`config.mk`:
```
export PLATFORM = sky130hd
export DESIGN_NAME = multilevel_queue_scheduler
export DESIGN_NICKNAME = d
export VERILOG_FILES = /design/src/hdl/mlqs_pkg.sv /design/src/hdl/mlqs_slot_cell.sv /design/src/hdl/mlqs_slot_store.sv /design/src/hdl/mlqs_ring.sv /design/src/hdl/multilevel_queue_scheduler.sv
export SDC_FILE = /design/constraint.sdc
export NUM_CORES = 2
export LEC_CHECK = 0
export BUFFER_PORTS_ARGS = -buffer_cell sky130_fd_sc_hd__buf_4
export CORE_AREA = 8 8 454 456
export CTS_CLUSTER_DIAMETER = 50
export DETAILED_ROUTE_END_ITERATION = 7
export DIE_AREA = 0 0 462 464
export PLACE_DENSITY_LB_ADDON = 0.15
export SETUP_SLACK_MARGIN = 0.5
export SLEW_MARGIN = 20
export SYNTH_ARGS = -nofsm -noshare
export SYNTH_HDL_FRONTEND = slang
export SYNTH_SLANG_ARGS = --single-unit
export TNS_END_PERCENT = 1
```
`constraint.sdc`:
```
create_clock -name clk -period 14.1 [get_ports clk]
set_input_delay 1.41 -clock clk [delete_from_list [all_inputs] [get_ports clk]]
set_output_delay 1.41 -clock clk [all_outputs]
set_load 0.03 [all_outputs]
```
`src/hdl/mlqs_pkg.sv`:
```
`timescale 1ns / 1ps
package mlqs_pkg;
	localparam int CLASS_DEPTH_DEF = 16;
	localparam int ID_BITS_DEF = 8;
	localparam int BURST_BITS_DEF = 16;
	localparam logic [7:0] QUANTUM_RESET = 8'd3;

	localparam logic CMD_ADMIT = 1'b0;
	localparam logic CMD_STEP = 1'b1;

	localparam logic [1:0] CLS_RR = 2'd0;
	localparam logic [1:0] CLS_SRTF = 2'd1;
	localparam logic [1:0] CLS_SJF = 2'd2;
	localparam logic [1:0] CLS_FIFO = 2'd3;

	typedef enum logic [2:0] {
		ST_IDLE,
		ST_SCAN,
		ST_EXEC,
		ST_OUT
	} state_t;
endpackage

```
`src/hdl/mlqs_slot_cell.sv`:
```
`timescale 1ns / 1ps
// One slot of a min-search store. The running best (remaining, slot index)
// enters from the left neighbor and goes right one cell per cycle of scan_en.
module mlqs_slot_cell import mlqs_pkg::*; #(
	parameter int ID_BITS = ID_BITS_DEF,
	parameter int BURST_BITS = BURST_BITS_DEF,
	parameter int IDX_BITS = 4,
	parameter logic [IDX_BITS-1:0] MY_IDX = '0
) (
	input  logic                  clk,
	input  logic                  arst_n,
	// write port
	input  logic                  wr_en,
	input  logic [ID_BITS-1:0]    wr_id,
	input  logic [BURST_BITS-1:0] wr_rem,
	input  logic                  dec_en,
	// scan chain
	input  logic                  scan_en,
	input  logic                  in_found,
	input  logic [BURST_BITS-1:0] in_rem,
	input  logic [IDX_BITS-1:0]   in_idx,
	output logic                  out_found,
	output logic [BURST_BITS-1:0] out_rem,
	output logic [IDX_BITS-1:0]   out_idx,
	// contents
	output logic                  valid,
	output logic [ID_BITS-1:0]    id,
	output logic [BURST_BITS-1:0] rem
);
	logic                  valid_q;
	logic [ID_BITS-1:0]    id_q;
	logic [BURST_BITS-1:0] rem_q;
	logic                  take;

	assign valid = valid_q;
	assign id = id_q;
	assign rem = rem_q;
	assign take = valid_q && (!in_found || rem_q < in_rem);

	always_ff @(posedge clk or negedge arst_n) begin
		if (!arst_n) begin
			valid_q <= 1'b0;
		end else if (wr_en) begin
			valid_q <= 1'b1;
		end else if (dec_en) begin
			valid_q <= (rem_q != {{(BURST_BITS-1){1'b0}}, 1'b1});
		end
	end

	always_ff @(posedge clk) begin
		if (wr_en) begin
			id_q <= wr_id;
			rem_q <= wr_rem;
		end else if (dec_en) begin
			rem_q <= rem_q - 1'b1;
		end
	end

	always_ff @(posedge clk or negedge arst_n) begin
		if (!arst_n) begin
			out_found <= 1'b0;
		end else if (scan_en) begin
			out_found <= in_found || valid_q;
		end
	end

	always_ff @(posedge clk) begin
		if (scan_en) begin
			out_rem <= take ? rem_q : in_rem;
			out_idx <= take ? MY_IDX : in_idx;
		end
	end
endmodule

```
`src/hdl/mlqs_slot_store.sv`:
```
`timescale 1ns / 1ps
// Row of slot cells. A scan walks the running minimum down the row; the
// result appears at the output of the last cell.
module mlqs_slot_store import mlqs_pkg::*; #(
	parameter int DEPTH = CLASS_DEPTH_DEF,
	parameter int ID_BITS = ID_BITS_DEF,
	parameter int BURST_BITS = BURST_BITS_DEF,
	localparam int IDX_BITS = $clog2(DEPTH)
) (
	input  logic                  clk,
	input  logic                  arst_n,
	input  logic                  ins_en,
	input  logic [ID_BITS-1:0]    ins_id,
	input  logic [BURST_BITS-1:0] ins_rem,
	output logic                  full,
	input  logic                  dec_en,
	input  logic [IDX_BITS-1:0]   dec_idx,
	input  logic                  scan_en,
	output logic                  min_found,
	output logic [IDX_BITS-1:0]   min_idx,
	output logic                  sel_valid,
	output logic [ID_BITS-1:0]    sel_id,
	output logic [BURST_BITS-1:0] sel_rem
);
	logic                  f [DEPTH+1];
	logic [BURST_BITS-1:0] r [DEPTH+1];
	logic [IDX_BITS-1:0]   x [DEPTH+1];
	logic [DEPTH-1:0]      v;
	logic [ID_BITS-1:0]    ids [DEPTH];
	logic [BURST_BITS-1:0] rems [DEPTH];
	logic [DEPTH-1:0]      wr;
	logic [DEPTH-1:0]      free_below;

	assign f[0] = 1'b0;
	assign r[0] = '0;
	assign x[0] = '0;

	// lowest free slot gets the admit
	always_comb begin
		free_below[0] = 1'b0;
		for (int i = 1; i < DEPTH; i++) begin
			free_below[i] = free_below[i-1] || !v[i-1];
		end
		for (int i = 0; i < DEPTH; i++) begin
			wr[i] = ins_en && !v[i] && !free_below[i];
		end
	end
	assign full = &v;

	for (genvar g = 0; g < DEPTH; g++) begin : g_cell
		mlqs_slot_cell #(
			.ID_BITS(ID_BITS), .BURST_BITS(BURST_BITS),
			.IDX_BITS(IDX_BITS), .MY_IDX(IDX_BITS'(g))
		) u_cell (
			.clk, .arst_n,
			.wr_en(wr[g]), .wr_id(ins_id), .wr_rem(ins_rem),
			.dec_en(dec_en && dec_idx == IDX_BITS'(g)),
			.scan_en,
			.in_found(f[g]), .in_rem(r[g]), .in_idx(x[g]),
			.out_found(f[g+1]), .out_rem(r[g+1]), .out_idx(x[g+1]),
			.valid(v[g]), .id(ids[g]), .rem(rems[g])
		);
	end

	assign min_found = f[DEPTH];
	assign min_idx = x[DEPTH];
	assign sel_valid = v[dec_idx];
	assign sel_id = ids[dec_idx];
	assign sel_rem = rems[dec_idx];
endmodule

```
`src/hdl/mlqs_ring.sv`:
```
`timescale 1ns / 1ps
// Circular queue of (id, remaining) with head and count.
module mlqs_ring import mlqs_pkg::*; #(
	parameter int DEPTH = CLASS_DEPTH_DEF,
	parameter int ID_BITS = ID_BITS_DEF,
	parameter int BURST_BITS = BURST_BITS_DEF,
	localparam int IDX_BITS = $clog2(DEPTH),
	localparam int CNT_BITS = $clog2(DEPTH + 1)
) (
	input  logic                  clk,
	input  logic                  arst_n,
	input  logic                  push,
	input  logic [ID_BITS-1:0]    push_id,
	input  logic [BURST_BITS-1:0] push_rem,
	input  logic                  pop,
	input  logic                  upd,
	input  logic [BURST_BITS-1:0] upd_rem,
	output logic                  empty,
	output logic                  full,
	output logic [ID_BITS-1:0]    head_id,
	output logic [BURST_BITS-1:0] head_rem
);
	logic [ID_BITS-1:0]    id_mem [DEPTH];
	logic [BURST_BITS-1:0] rem_mem [DEPTH];
	logic [IDX_BITS-1:0]   head_q;
	logic [CNT_BITS-1:0]   count_q;
	logic [IDX_BITS-1:0]   tail;
	logic [IDX_BITS:0]     tsum;
	logic [IDX_BITS:0]     hnext;

	// head + count is the tail both before and after a pop
	assign tsum = {1'b0, head_q} + (IDX_BITS+1)'(count_q);
	assign hnext = {1'b0, head_q} + 1'b1;
	// wrap for non power-of-two depth
	always_comb begin
		tail = (tsum >= (IDX_BITS+1)'(DEPTH)) ? IDX_BITS'(tsum - (IDX_BITS+1)'(DEPTH))
			: tsum[IDX_BITS-1:0];
	end
	assign empty = (count_q == '0);
	assign full = (count_q == CNT_BITS'(DEPTH));
	assign head_id = id_mem[head_q];
	assign head_rem = rem_mem[head_q];

	always_ff @(posedge clk or negedge arst_n) begin
		if (!arst_n) begin
			head_q <= '0;
			count_q <= '0;
		end else begin
			if (pop) begin
				head_q <= (hnext == (IDX_BITS+1)'(DEPTH)) ? '0 : hnext[IDX_BITS-1:0];
			end
			count_q <= count_q + CNT_BITS'(push) - CNT_BITS'(pop);
		end
	end

	// push after pop uses the post-pop tail: pop then push requeues at tail
	always_ff @(posedge clk) begin
		if (push) begin
			id_mem[tail] <= push_id;
			rem_mem[tail] <= push_rem;
		end
		if (upd && !pop) begin
			rem_mem[head_q] <= upd_rem;
		end
	end
endmodule

```
`src/hdl/multilevel_queue_scheduler.sv`:
```
`timescale 1ns / 1ps
// Flow: an admit goes from ST_IDLE through ST_EXEC to ST_OUT; a step first
// runs the min search down the cell row in ST_SCAN, then ST_EXEC and ST_OUT.
// One transaction at a time: in_ready is high only in ST_IDLE, and the next
// input is taken only once ST_OUT has handed off its result.
// Reset: arst_n clears all queues, slot valid bits, time and sets quantum to 3.
module multilevel_queue_scheduler import mlqs_pkg::*; #(
	parameter int CLASS_DEPTH = CLASS_DEPTH_DEF,
	parameter int ID_BITS = ID_BITS_DEF,
	parameter int BURST_BITS = BURST_BITS_DEF
) (
	input  logic        clk,
	input  logic        arst_n,
	// configuration
	input  logic        cfg_we,
	input  logic [7:0]  cfg_wdata,
	// input channel
	input  logic        in_valid,
	output logic        in_ready,
	input  logic        command,
	input  logic [7:0]  job_id,
	input  logic [15:0] job_burst,
	input  logic [1:0]  job_class,
	// result channel
	output logic        out_valid,
	input  logic        out_ready,
	output logic [7:0]  ran_id,
	output logic [7:0]  ran_units,
	output logic [1:0]  ran_class,
	output logic        job_done,
	output logic        idle,
	output logic        admit_rejected,
	output logic [31:0] time_now
);
	localparam int IDX_BITS = $clog2(CLASS_DEPTH);
	localparam int CNT_BITS = $clog2(CLASS_DEPTH + 1);

	state_t state_q, state_d;
	logic [7:0]            quantum_q;
	logic [31:0]           time_q;
	logic                  cmd_q;
	logic [ID_BITS-1:0]    id_q;
	logic [BURST_BITS-1:0] burst_q;
	logic [1:0]            cls_q;
	logic [CNT_BITS-1:0]   scan_cnt_q;
	logic                  sjf_run_q;
	logic [IDX_BITS-1:0]   sjf_slot_q;
	logic [IDX_BITS-1:0]   srtf_sel_q;

	// result register
	logic                  ov_q;
	logic [7:0]            rid_q, runits_q;
	logic [1:0]            rcls_q;
	logic                  rdone_q, ridle_q, rrej_q;

	logic accept, scan_done, exec, do_admit, burst_nz;

	// stores
	logic rr_push, rr_pop, rr_upd, rr_empty, rr_full;
	logic [ID_BITS-1:0] rr_hid;
	logic [BURST_BITS-1:0] rr_hrem, rr_push_rem;
	logic ff_push, ff_pop, ff_upd, ff_empty, ff_full;
	logic [ID_BITS-1:0] ff_hid;
	logic [BURST_BITS-1:0] ff_hrem;
	logic sr_ins, sr_full, sr_dec, sr_found, sr_v;
	logic [IDX_BITS-1:0] sr_min;
	logic [ID_BITS-1:0] sr_id;
	logic [BURST_BITS-1:0] sr_rem;
	logic sj_ins, sj_full, sj_dec, sj_found, sj_v;
	logic [IDX_BITS-1:0] sj_min, sj_idx;
	logic [ID_BITS-1:0] sj_id;
	logic [BURST_BITS-1:0] sj_rem;
	logic scan_en;

	// execute-cycle decision
	logic [BURST_BITS-1:0] q_eff, rr_run;
	logic sjf_keep, sjf_go;
	logic [7:0] e_id, e_units;
	logic [1:0] e_cls;
	logic e_done, e_idle, e_rej;

	assign in_ready = (state_q == ST_IDLE);
	assign accept = in_valid && in_ready;
	assign out_valid = ov_q;
	assign ran_id = rid_q;
	assign ran_units = runits_q;
	assign ran_class = rcls_q;
	assign job_done = rdone_q;
	assign idle = ridle_q;
	assign admit_rejected = rrej_q;
	assign time_now = time_q;

	assign scan_done = (scan_cnt_q == CNT_BITS'(CLASS_DEPTH));
	assign scan_en = (state_q == ST_SCAN);
	assign exec = (state_q == ST_EXEC);
	assign do_admit = exec && (cmd_q == CMD_ADMIT);
	assign burst_nz = (burst_q != '0);

	always_comb begin
		state_d = state_q;
		unique case (state_q)
			ST_IDLE: if (accept) state_d = (command == CMD_STEP) ? ST_SCAN : ST_EXEC;
			ST_SCAN: if (scan_done) state_d = ST_EXEC;
			ST_EXEC: state_d = ST_OUT;
			ST_OUT:  if (!ov_q || out_ready) state_d = ST_IDLE;
			default: state_d = ST_IDLE;
		endcase
	end

	// step decision, or the reject flag for an admit
	always_comb begin
		q_eff = (quantum_q == 8'd0) ? BURST_BITS'(1) : BURST_BITS'(quantum_q);
		if (BURST_BITS < 8 && quantum_q > 8'((1 << BURST_BITS) - 1))
			q_eff = '1;
		rr_run = (rr_hrem < q_eff) ? rr_hrem : q_eff;
		rr_push_rem = rr_hrem - rr_run;
		sjf_keep = sjf_run_q && sj_v;
		sjf_go = sjf_keep || sj_found;
		sj_idx = sjf_keep ? sjf_slot_q : sj_min;
		e_id = '0; e_units = '0; e_cls = CLS_RR;
		e_done = 1'b0; e_idle = 1'b0; e_rej = 1'b0;
		rr_pop = 1'b0; rr_upd = 1'b0; sr_dec = 1'b0; sj_dec = 1'b0;
		ff_pop = 1'b0; ff_upd = 1'b0;
		if (cmd_q == CMD_ADMIT) begin
			unique case (cls_q)
				CLS_RR:   e_rej = !burst_nz || rr_full;
				CLS_SRTF: e_rej = !burst_nz || sr_full;
				CLS_SJF:  e_rej = !burst_nz || sj_full;
				default:  e_rej = !burst_nz || ff_full;
			endcase
		end else if (!rr_empty) begin
			e_id = 8'(rr_hid); e_units = 8'(rr_run); e_cls = CLS_RR;
			e_done = (rr_push_rem == '0);
			rr_pop = 1'b1;
		end else if (sr_found) begin
			e_id = 8'(sr_id); e_units = 8'd1; e_cls = CLS_SRTF;
			e_done = (sr_rem == BURST_BITS'(1));
			sr_dec = 1'b1;
		end else if (sjf_go) begin
			e_id = 8'(sj_id); e_units = 8'd1; e_cls = CLS_SJF;
			e_done = (sj_rem == BURST_BITS'(1));
			sj_dec = 1'b1;
		end else if (!ff_empty) begin
			e_id = 8'(ff_hid); e_units = 8'd1; e_cls = CLS_FIFO;
			e_done = (ff_hrem == BURST_BITS'(1));
			ff_pop = e_done; ff_upd = !e_done;
		end else begin
			e_idle = 1'b1;
		end
	end

	// a full store drops the admit
	assign rr_push = exec && ((do_admit && cls_q == CLS_RR && burst_nz && !rr_full)
		|| (cmd_q == CMD_STEP && !rr_empty && !e_done));
	assign sr_ins = do_admit && cls_q == CLS_SRTF && burst_nz;
	assign sj_ins = do_admit && cls_q == CLS_SJF && burst_nz;
	assign ff_push = do_admit && cls_q == CLS_FIFO && burst_nz && !ff_full;

	mlqs_ring #(.DEPTH(CLASS_DEPTH), .ID_BITS(ID_BITS), .BURST_BITS(BURST_BITS)) u_rr (
		.clk, .arst_n,
		.push(rr_push),
		.push_id(cmd_q == CMD_ADMIT ? id_q : rr_hid),
		.push_rem(cmd_q == CMD_ADMIT ? burst_q : rr_push_rem),
		.pop(exec && rr_pop), .upd(exec && rr_upd), .upd_rem(rr_push_rem),
		.empty(rr_empty), .full(rr_full), .head_id(rr_hid), .head_rem(rr_hrem)
	);

	mlqs_ring #(.DEPTH(CLASS_DEPTH), .ID_BITS(ID_BITS), .BURST_BITS(BURST_BITS)) u_fifo (
		.clk, .arst_n,
		.push(ff_push), .push_id(id_q), .push_rem(burst_q),
		.pop(exec && ff_pop), .upd(exec && ff_upd), .upd_rem(ff_hrem - 1'b1),
		.empty(ff_empty), .full(ff_full), .head_id(ff_hid), .head_rem(ff_hrem)
	);

	mlqs_slot_store #(.DEPTH(CLASS_DEPTH), .ID_BITS(ID_BITS), .BURST_BITS(BURST_BITS)) u_srtf (
		.clk, .arst_n,
		.ins_en(sr_ins), .ins_id(id_q), .ins_rem(burst_q), .full(sr_full),
		.dec_en(exec && sr_dec), .dec_idx(state_q == ST_EXEC ? sr_min : srtf_sel_q),
		.scan_en, .min_found(sr_found), .min_idx(sr_min),
		.sel_valid(sr_v), .sel_id(sr_id), .sel_rem(sr_rem)
	);

	// a running SJF job stays valid until it finishes, so its slot is read directly
	mlqs_slot_store #(.DEPTH(CLASS_DEPTH), .ID_BITS(ID_BITS), .BURST_BITS(BURST_BITS)) u_sjf (
		.clk, .arst_n,
		.ins_en(sj_ins), .ins_id(id_q), .ins_rem(burst_q), .full(sj_full),
		.dec_en(exec && sj_dec), .dec_idx(sjf_run_q ? sjf_slot_q : sj_min),
		.scan_en, .min_found(sj_found), .min_idx(sj_min),
		.sel_valid(sj_v), .sel_id(sj_id), .sel_rem(sj_rem)
	);

	always_ff @(posedge clk or negedge arst_n) begin
		if (!arst_n) begin
			state_q <= ST_IDLE;
			quantum_q <= QUANTUM_RESET;
			time_q <= '0;
			scan_cnt_q <= '0;
			sjf_run_q <= 1'b0;
			ov_q <= 1'b0;
		end else begin
			state_q <= state_d;
			if (cfg_we) quantum_q <= cfg_wdata;
			if (accept) scan_cnt_q <= '0;
			else if (scan_en) scan_cnt_q <= scan_cnt_q + 1'b1;
			if (exec && cmd_q == CMD_STEP) begin
				time_q <= time_q + (e_idle ? 32'd1 : 32'(e_units));
				if (sjf_go && rr_empty && !sr_found) sjf_run_q <= !e_done;
			end
			if (ov_q && out_ready) ov_q <= 1'b0;
			else if (exec) ov_q <= 1'b1;
		end
	end

	always_ff @(posedge clk) begin
		if (accept) begin
			cmd_q <= command;
			id_q <= ID_BITS'(job_id);
			burst_q <= BURST_BITS'(job_burst);
			cls_q <= job_class;
		end
		if (exec) begin
			rid_q <= e_id; runits_q <= e_units; rcls_q <= e_cls;
			rdone_q <= e_done; ridle_q <= e_idle; rrej_q <= e_rej;
			srtf_sel_q <= sr_min;
			if (cmd_q == CMD_STEP && rr_empty && !sr_found) sjf_slot_q <= sj_idx;
		end
	end
endmodule

```
==> results.py <==
metrics = {
    "status": {
        "status": "finished, final reports clean",
    },
    "place": {
        "gp_congestion": 0.856,
        "dp_slack_ps": 4430,
        "hpwlAfterDp_mm": 189,
        "dpl_cell_area_um2": 119000,
        "io_buffer_count": 94,
    },
    "timing": {
        "rsz0062_at_grt": "no",
        "hold_viol_final": 0,
        "fmax_mhz": 103,
        "fin_ws_ps": 4390,
        "slew_violations": 0,
        "period_share_pct": 68.8,
        "skew_ps": 65.5,
        "max-slew-margin-rel_pct": 20.7,
        "final.setup.tns_ps": 0,
        "finalSetupViolCount": 0,
        "worst_pin_slew_ps": 1190,
        "min_period_ps": 9710,
    },
    "power": {
        "power_mw": 22.2,
        "power.density_nw_per_um2": 174,
        "p_leak_nw": 46.8,
        "vdd_drop_max_mv": 0.184,
    },
    "grt": {
        "use_met2_pct": 42.1,
        "grt.total_usage_pct": 26.7,
        "grt_pass1_vias": 72100,
        "top_usage_layer": "met2",
        "grtUsageMet3_pct": 4.75,
        "met1_usage_pct": 38.1,
        "grt.overflow.total": 0,
        "grt_pass1_wl_mm": 442,
        "grt_max_degree": 202,
        "antenna_found_initial": 12,
    },
    "synth": {
        "yosysSeqAreaShare_pct": 59.7,
        "synth-async-reset-ratio_pct": 5.69,
        "synth_nets": 9391,
        "synthDominantCellAreaShare_pct": 56.7,
        "yosys.area_share.simple_pct": 9.35,
        "ys_ff_latch": 2301,
        "yosysTopAreaCell": "edfxtp_1",
        "synth_area_um2": 115000,
        "synth_compound_area_share_pct": 7.08,
        "ys_warn_count": 0,
        "synth_area_leaders": "edfxtp_1 57%, ha_1 6.2%, mux4_2 5.3%",
        "synth_area_per_cell_um2": 13.1,
        "synth_edf_count": 2166,
        "synth.distinct_cells": 91,
        "synth-xor-area-share_pct": 3.75,
        "synth_ff_type": "edfxtp_1",
        "synthMuxAreaShare_pct": 10.4,
        "synth_top_family_by_area": "multiplexers",
        "synth_adder_area_share_pct": 6.27,
        "synthCells": 8780,
    },
    "drt": {
        "viasPerCell": 6.11,
        "vias": 72300,
        "wire_per_inst_um": 24.5,
        "final_antenna_net_count": 0,
        "drc": 0,
        "routed_wl_mm": 289,
        "dr.pass1.iters": 6,
        "drtIter0Drc": 7348,
    },
    "critical_path": {
        "crit_required_ps": 14960,
        "critPathKind": "flip-flop to flip-flop",
        "cp.arrival_ps": 10570,
        "path_max_fanout": 57,
        "reg2reg_depth": 31,
        "crit_path_start_kind": "flip-flop",
        "path_common_cell": "nor2_1",
        "max_stage_delay_ps": 900,
        "crit_slowest_cell": "dfrtp_4",
        "cp-end-kind": "flip-flop",
    },
    "clock_tree": {
        "clkSinkCount": 2301,
        "numCtsBuffers": 283,
        "clk_latency_ps": 940,
        "ctsHoldBuffers": 0,
        "post_cts.repair.setup_buffers": 0,
        "cts-resized-gates": 0,
        "cts_buffer_depth": 4,
        "clkTransAtPathRegs_ps": 60,
        "htreeDepth": 5,
        "cts_tree": "done",
        "root_buffer": "clkbuf_16",
    },
    "cells_and_area": {
        "nFillCells": 14600,
        "final_area_um2": 128000,
        "layout.nets": 9571,
        "syn2layout_area_growth_pct": 11.5,
        "drive_above_1_share_pct": 16.7,
    },
    "floorplan": {
        "die_x_um": 462,
        "std_cell_rows": 164,
        "floorplan.die_area_um2": 214000,
        "initial_core_util_pct": 57.7,
        "core_um2": 199000,
        "io_pins": 95,
        "die_h_um": 464,
    },
    "min_path": {
        "min_path_type": "input port to async pin",
    },
    "job": {
        "drv_cap": 0,
    },
}
==> area by class of cell <==
type,count,area (µm²),area share [%]
Inverter,650,2440,1.91
Antenna cell,1,2.50,0.00196
Timing Repair Buffer,261,2040,1.59
Tap cell,2656,3320,2.60
Sequential cell,2301,68400,53.5
Clock inverter,140,1450,1.13
Clock buffer,347,7540,5.90
Multi-Input combinational cell,5463,42600,33.3
==> stage by stage <==
stage / hold slack (ps) / utilization (%) / std cells
2_1_floorplan: 424 / - / 8780
3_3_place_gp: 468 / 59.8 / 11300
3_5_place_dp: 478 / 59.8 / 11300
4_1_cts: 392 / 64.3 / 11800
5_1_grt: 429 / 64.4 / 11800
6_report: 441 / 64.4 / 11800
==> critical path: cells and delay by family, from the launching register on <==
family | cells | cell delay (ps)
simple gates | 11 | 3100
compound gates | 5 | 1640
fa+ha+maj | 5 | 1430
mux | 3 | 1270
buf+inv | 5 | 1000
flops | 1 | 900
xor+xnor | 2 | 230
==> metal layers <==
metal  vias up  part of all wire [%]
li1      32800                     -
met1     36200                    42
met2      2775                    47
met3       490                   7.8
met4         4                   3.1
met5         -                0.0086
==> report_power, final <==
part	internal [mW]	total [mW]	switching, mW	leakage, nW
combinational	2.08	5.58	3.50	21.1
sequential	8.99	9.54	0.553	21.3
clock	4.26	7.08	2.81	4.39
==> cells in the mapped netlist, types with 11 or more instances <==
master	n
a211oi_1	15
a21oi_1	394
or3_1	62
nor2_1	626
o31ai_1	20
a2111oi_0	15
ha_1	565
nand3_1	98
mux2_2	425
clkbuf_1	260
or2_2	66
nor3_1	200
mux2i_1	87
o211ai_1	24
nand3b_1	21
and3_1	42
o21ai_0	395
buf_1	68
a22oi_1	25
buf_2	23
nor4b_1	18
a31oi_1	48
o41ai_1	16
nor4_1	104
xnor2_1	357
and4_1	11
o2111ai_1	12
mux4_2	272
nand2b_1	75
nand2_1	686
o21ai_1	48
edfxtp_1	2166
and2_1	54
a21o_1	218
a311oi_1	17
inv_1	643
mux2_1	15
xor2_1	134
o21a_1	20
or4_1	45
o31a_1	13
nor2b_1	60
nand4_1	41
dfrtp_1	129
==> path summary, 6_finish.rpt <==
check                                     from                            end  slack, ps
worst max register to register  u_rr.head_q[1]                u_rr.count_q[4]       4390
worst max-delay path            u_rr.head_q[1]                u_rr.count_q[4]       4390
max in group asynchronous               arst_n  u_sjf.g_cell[10].u_cell.valid      12230
min in group clk                  time_now[31]                   time_now[31]        480
worst min register to register    time_now[31]                   time_now[31]        480
worst min-delay path                    arst_n                  scan_cnt_q[2]        440
==> placed cells by master (no fill, tap or decap), drive strengths merged, types with 49 or more instances in the layout <==
cell type / count
mux2: 440
clkbuf: 348
or2: 70
ha: 565
nand3: 99
xnor2: 357
buf: 260
nand2: 686
inv: 666
nor4: 104
mux4: 272
a21o: 218
or4: 49
xor2: 134
or3: 64
edfxtp: 2166
mux2i: 88
nor3: 202
a21oi: 394
o21ai: 443
and2: 54
nand2b: 75
clkinv: 87
nor2b: 60
nor2: 627
dfrtp: 129
==> sequential cells by signal (all words and copies together) (netlist names), 49 cells and up <==
signal and flops:
u_rr.id_mem 128, u_srtf.g_cell.u_cell.rem 256, u_sjf.g_cell.u_cell.out_idx 49, u_sjf.g_cell.u_cell.id 128, u_srtf.g_cell.u_cell.out_rem 240, u_fifo.id_mem 128
u_rr.rem_mem 256, u_fifo.rem_mem 256, u_srtf.g_cell.u_cell.id 128, u_sjf.g_cell.u_cell.out_rem 240, u_srtf.g_cell.u_cell.out_idx 49, u_sjf.g_cell.u_cell.rem 256
==> cell families after synthesis <==
family                   count (synthesis)
AO/OA/AOI/OAI                         1348
XOR/XNOR                               491
adder cells (fa/ha/maj)                571
buffers and inverters                 1016
flip-flops                            2301
multiplexers                           800
AND/OR/NAND/NOR                       2253
Power figures use the tool's default switching activity.
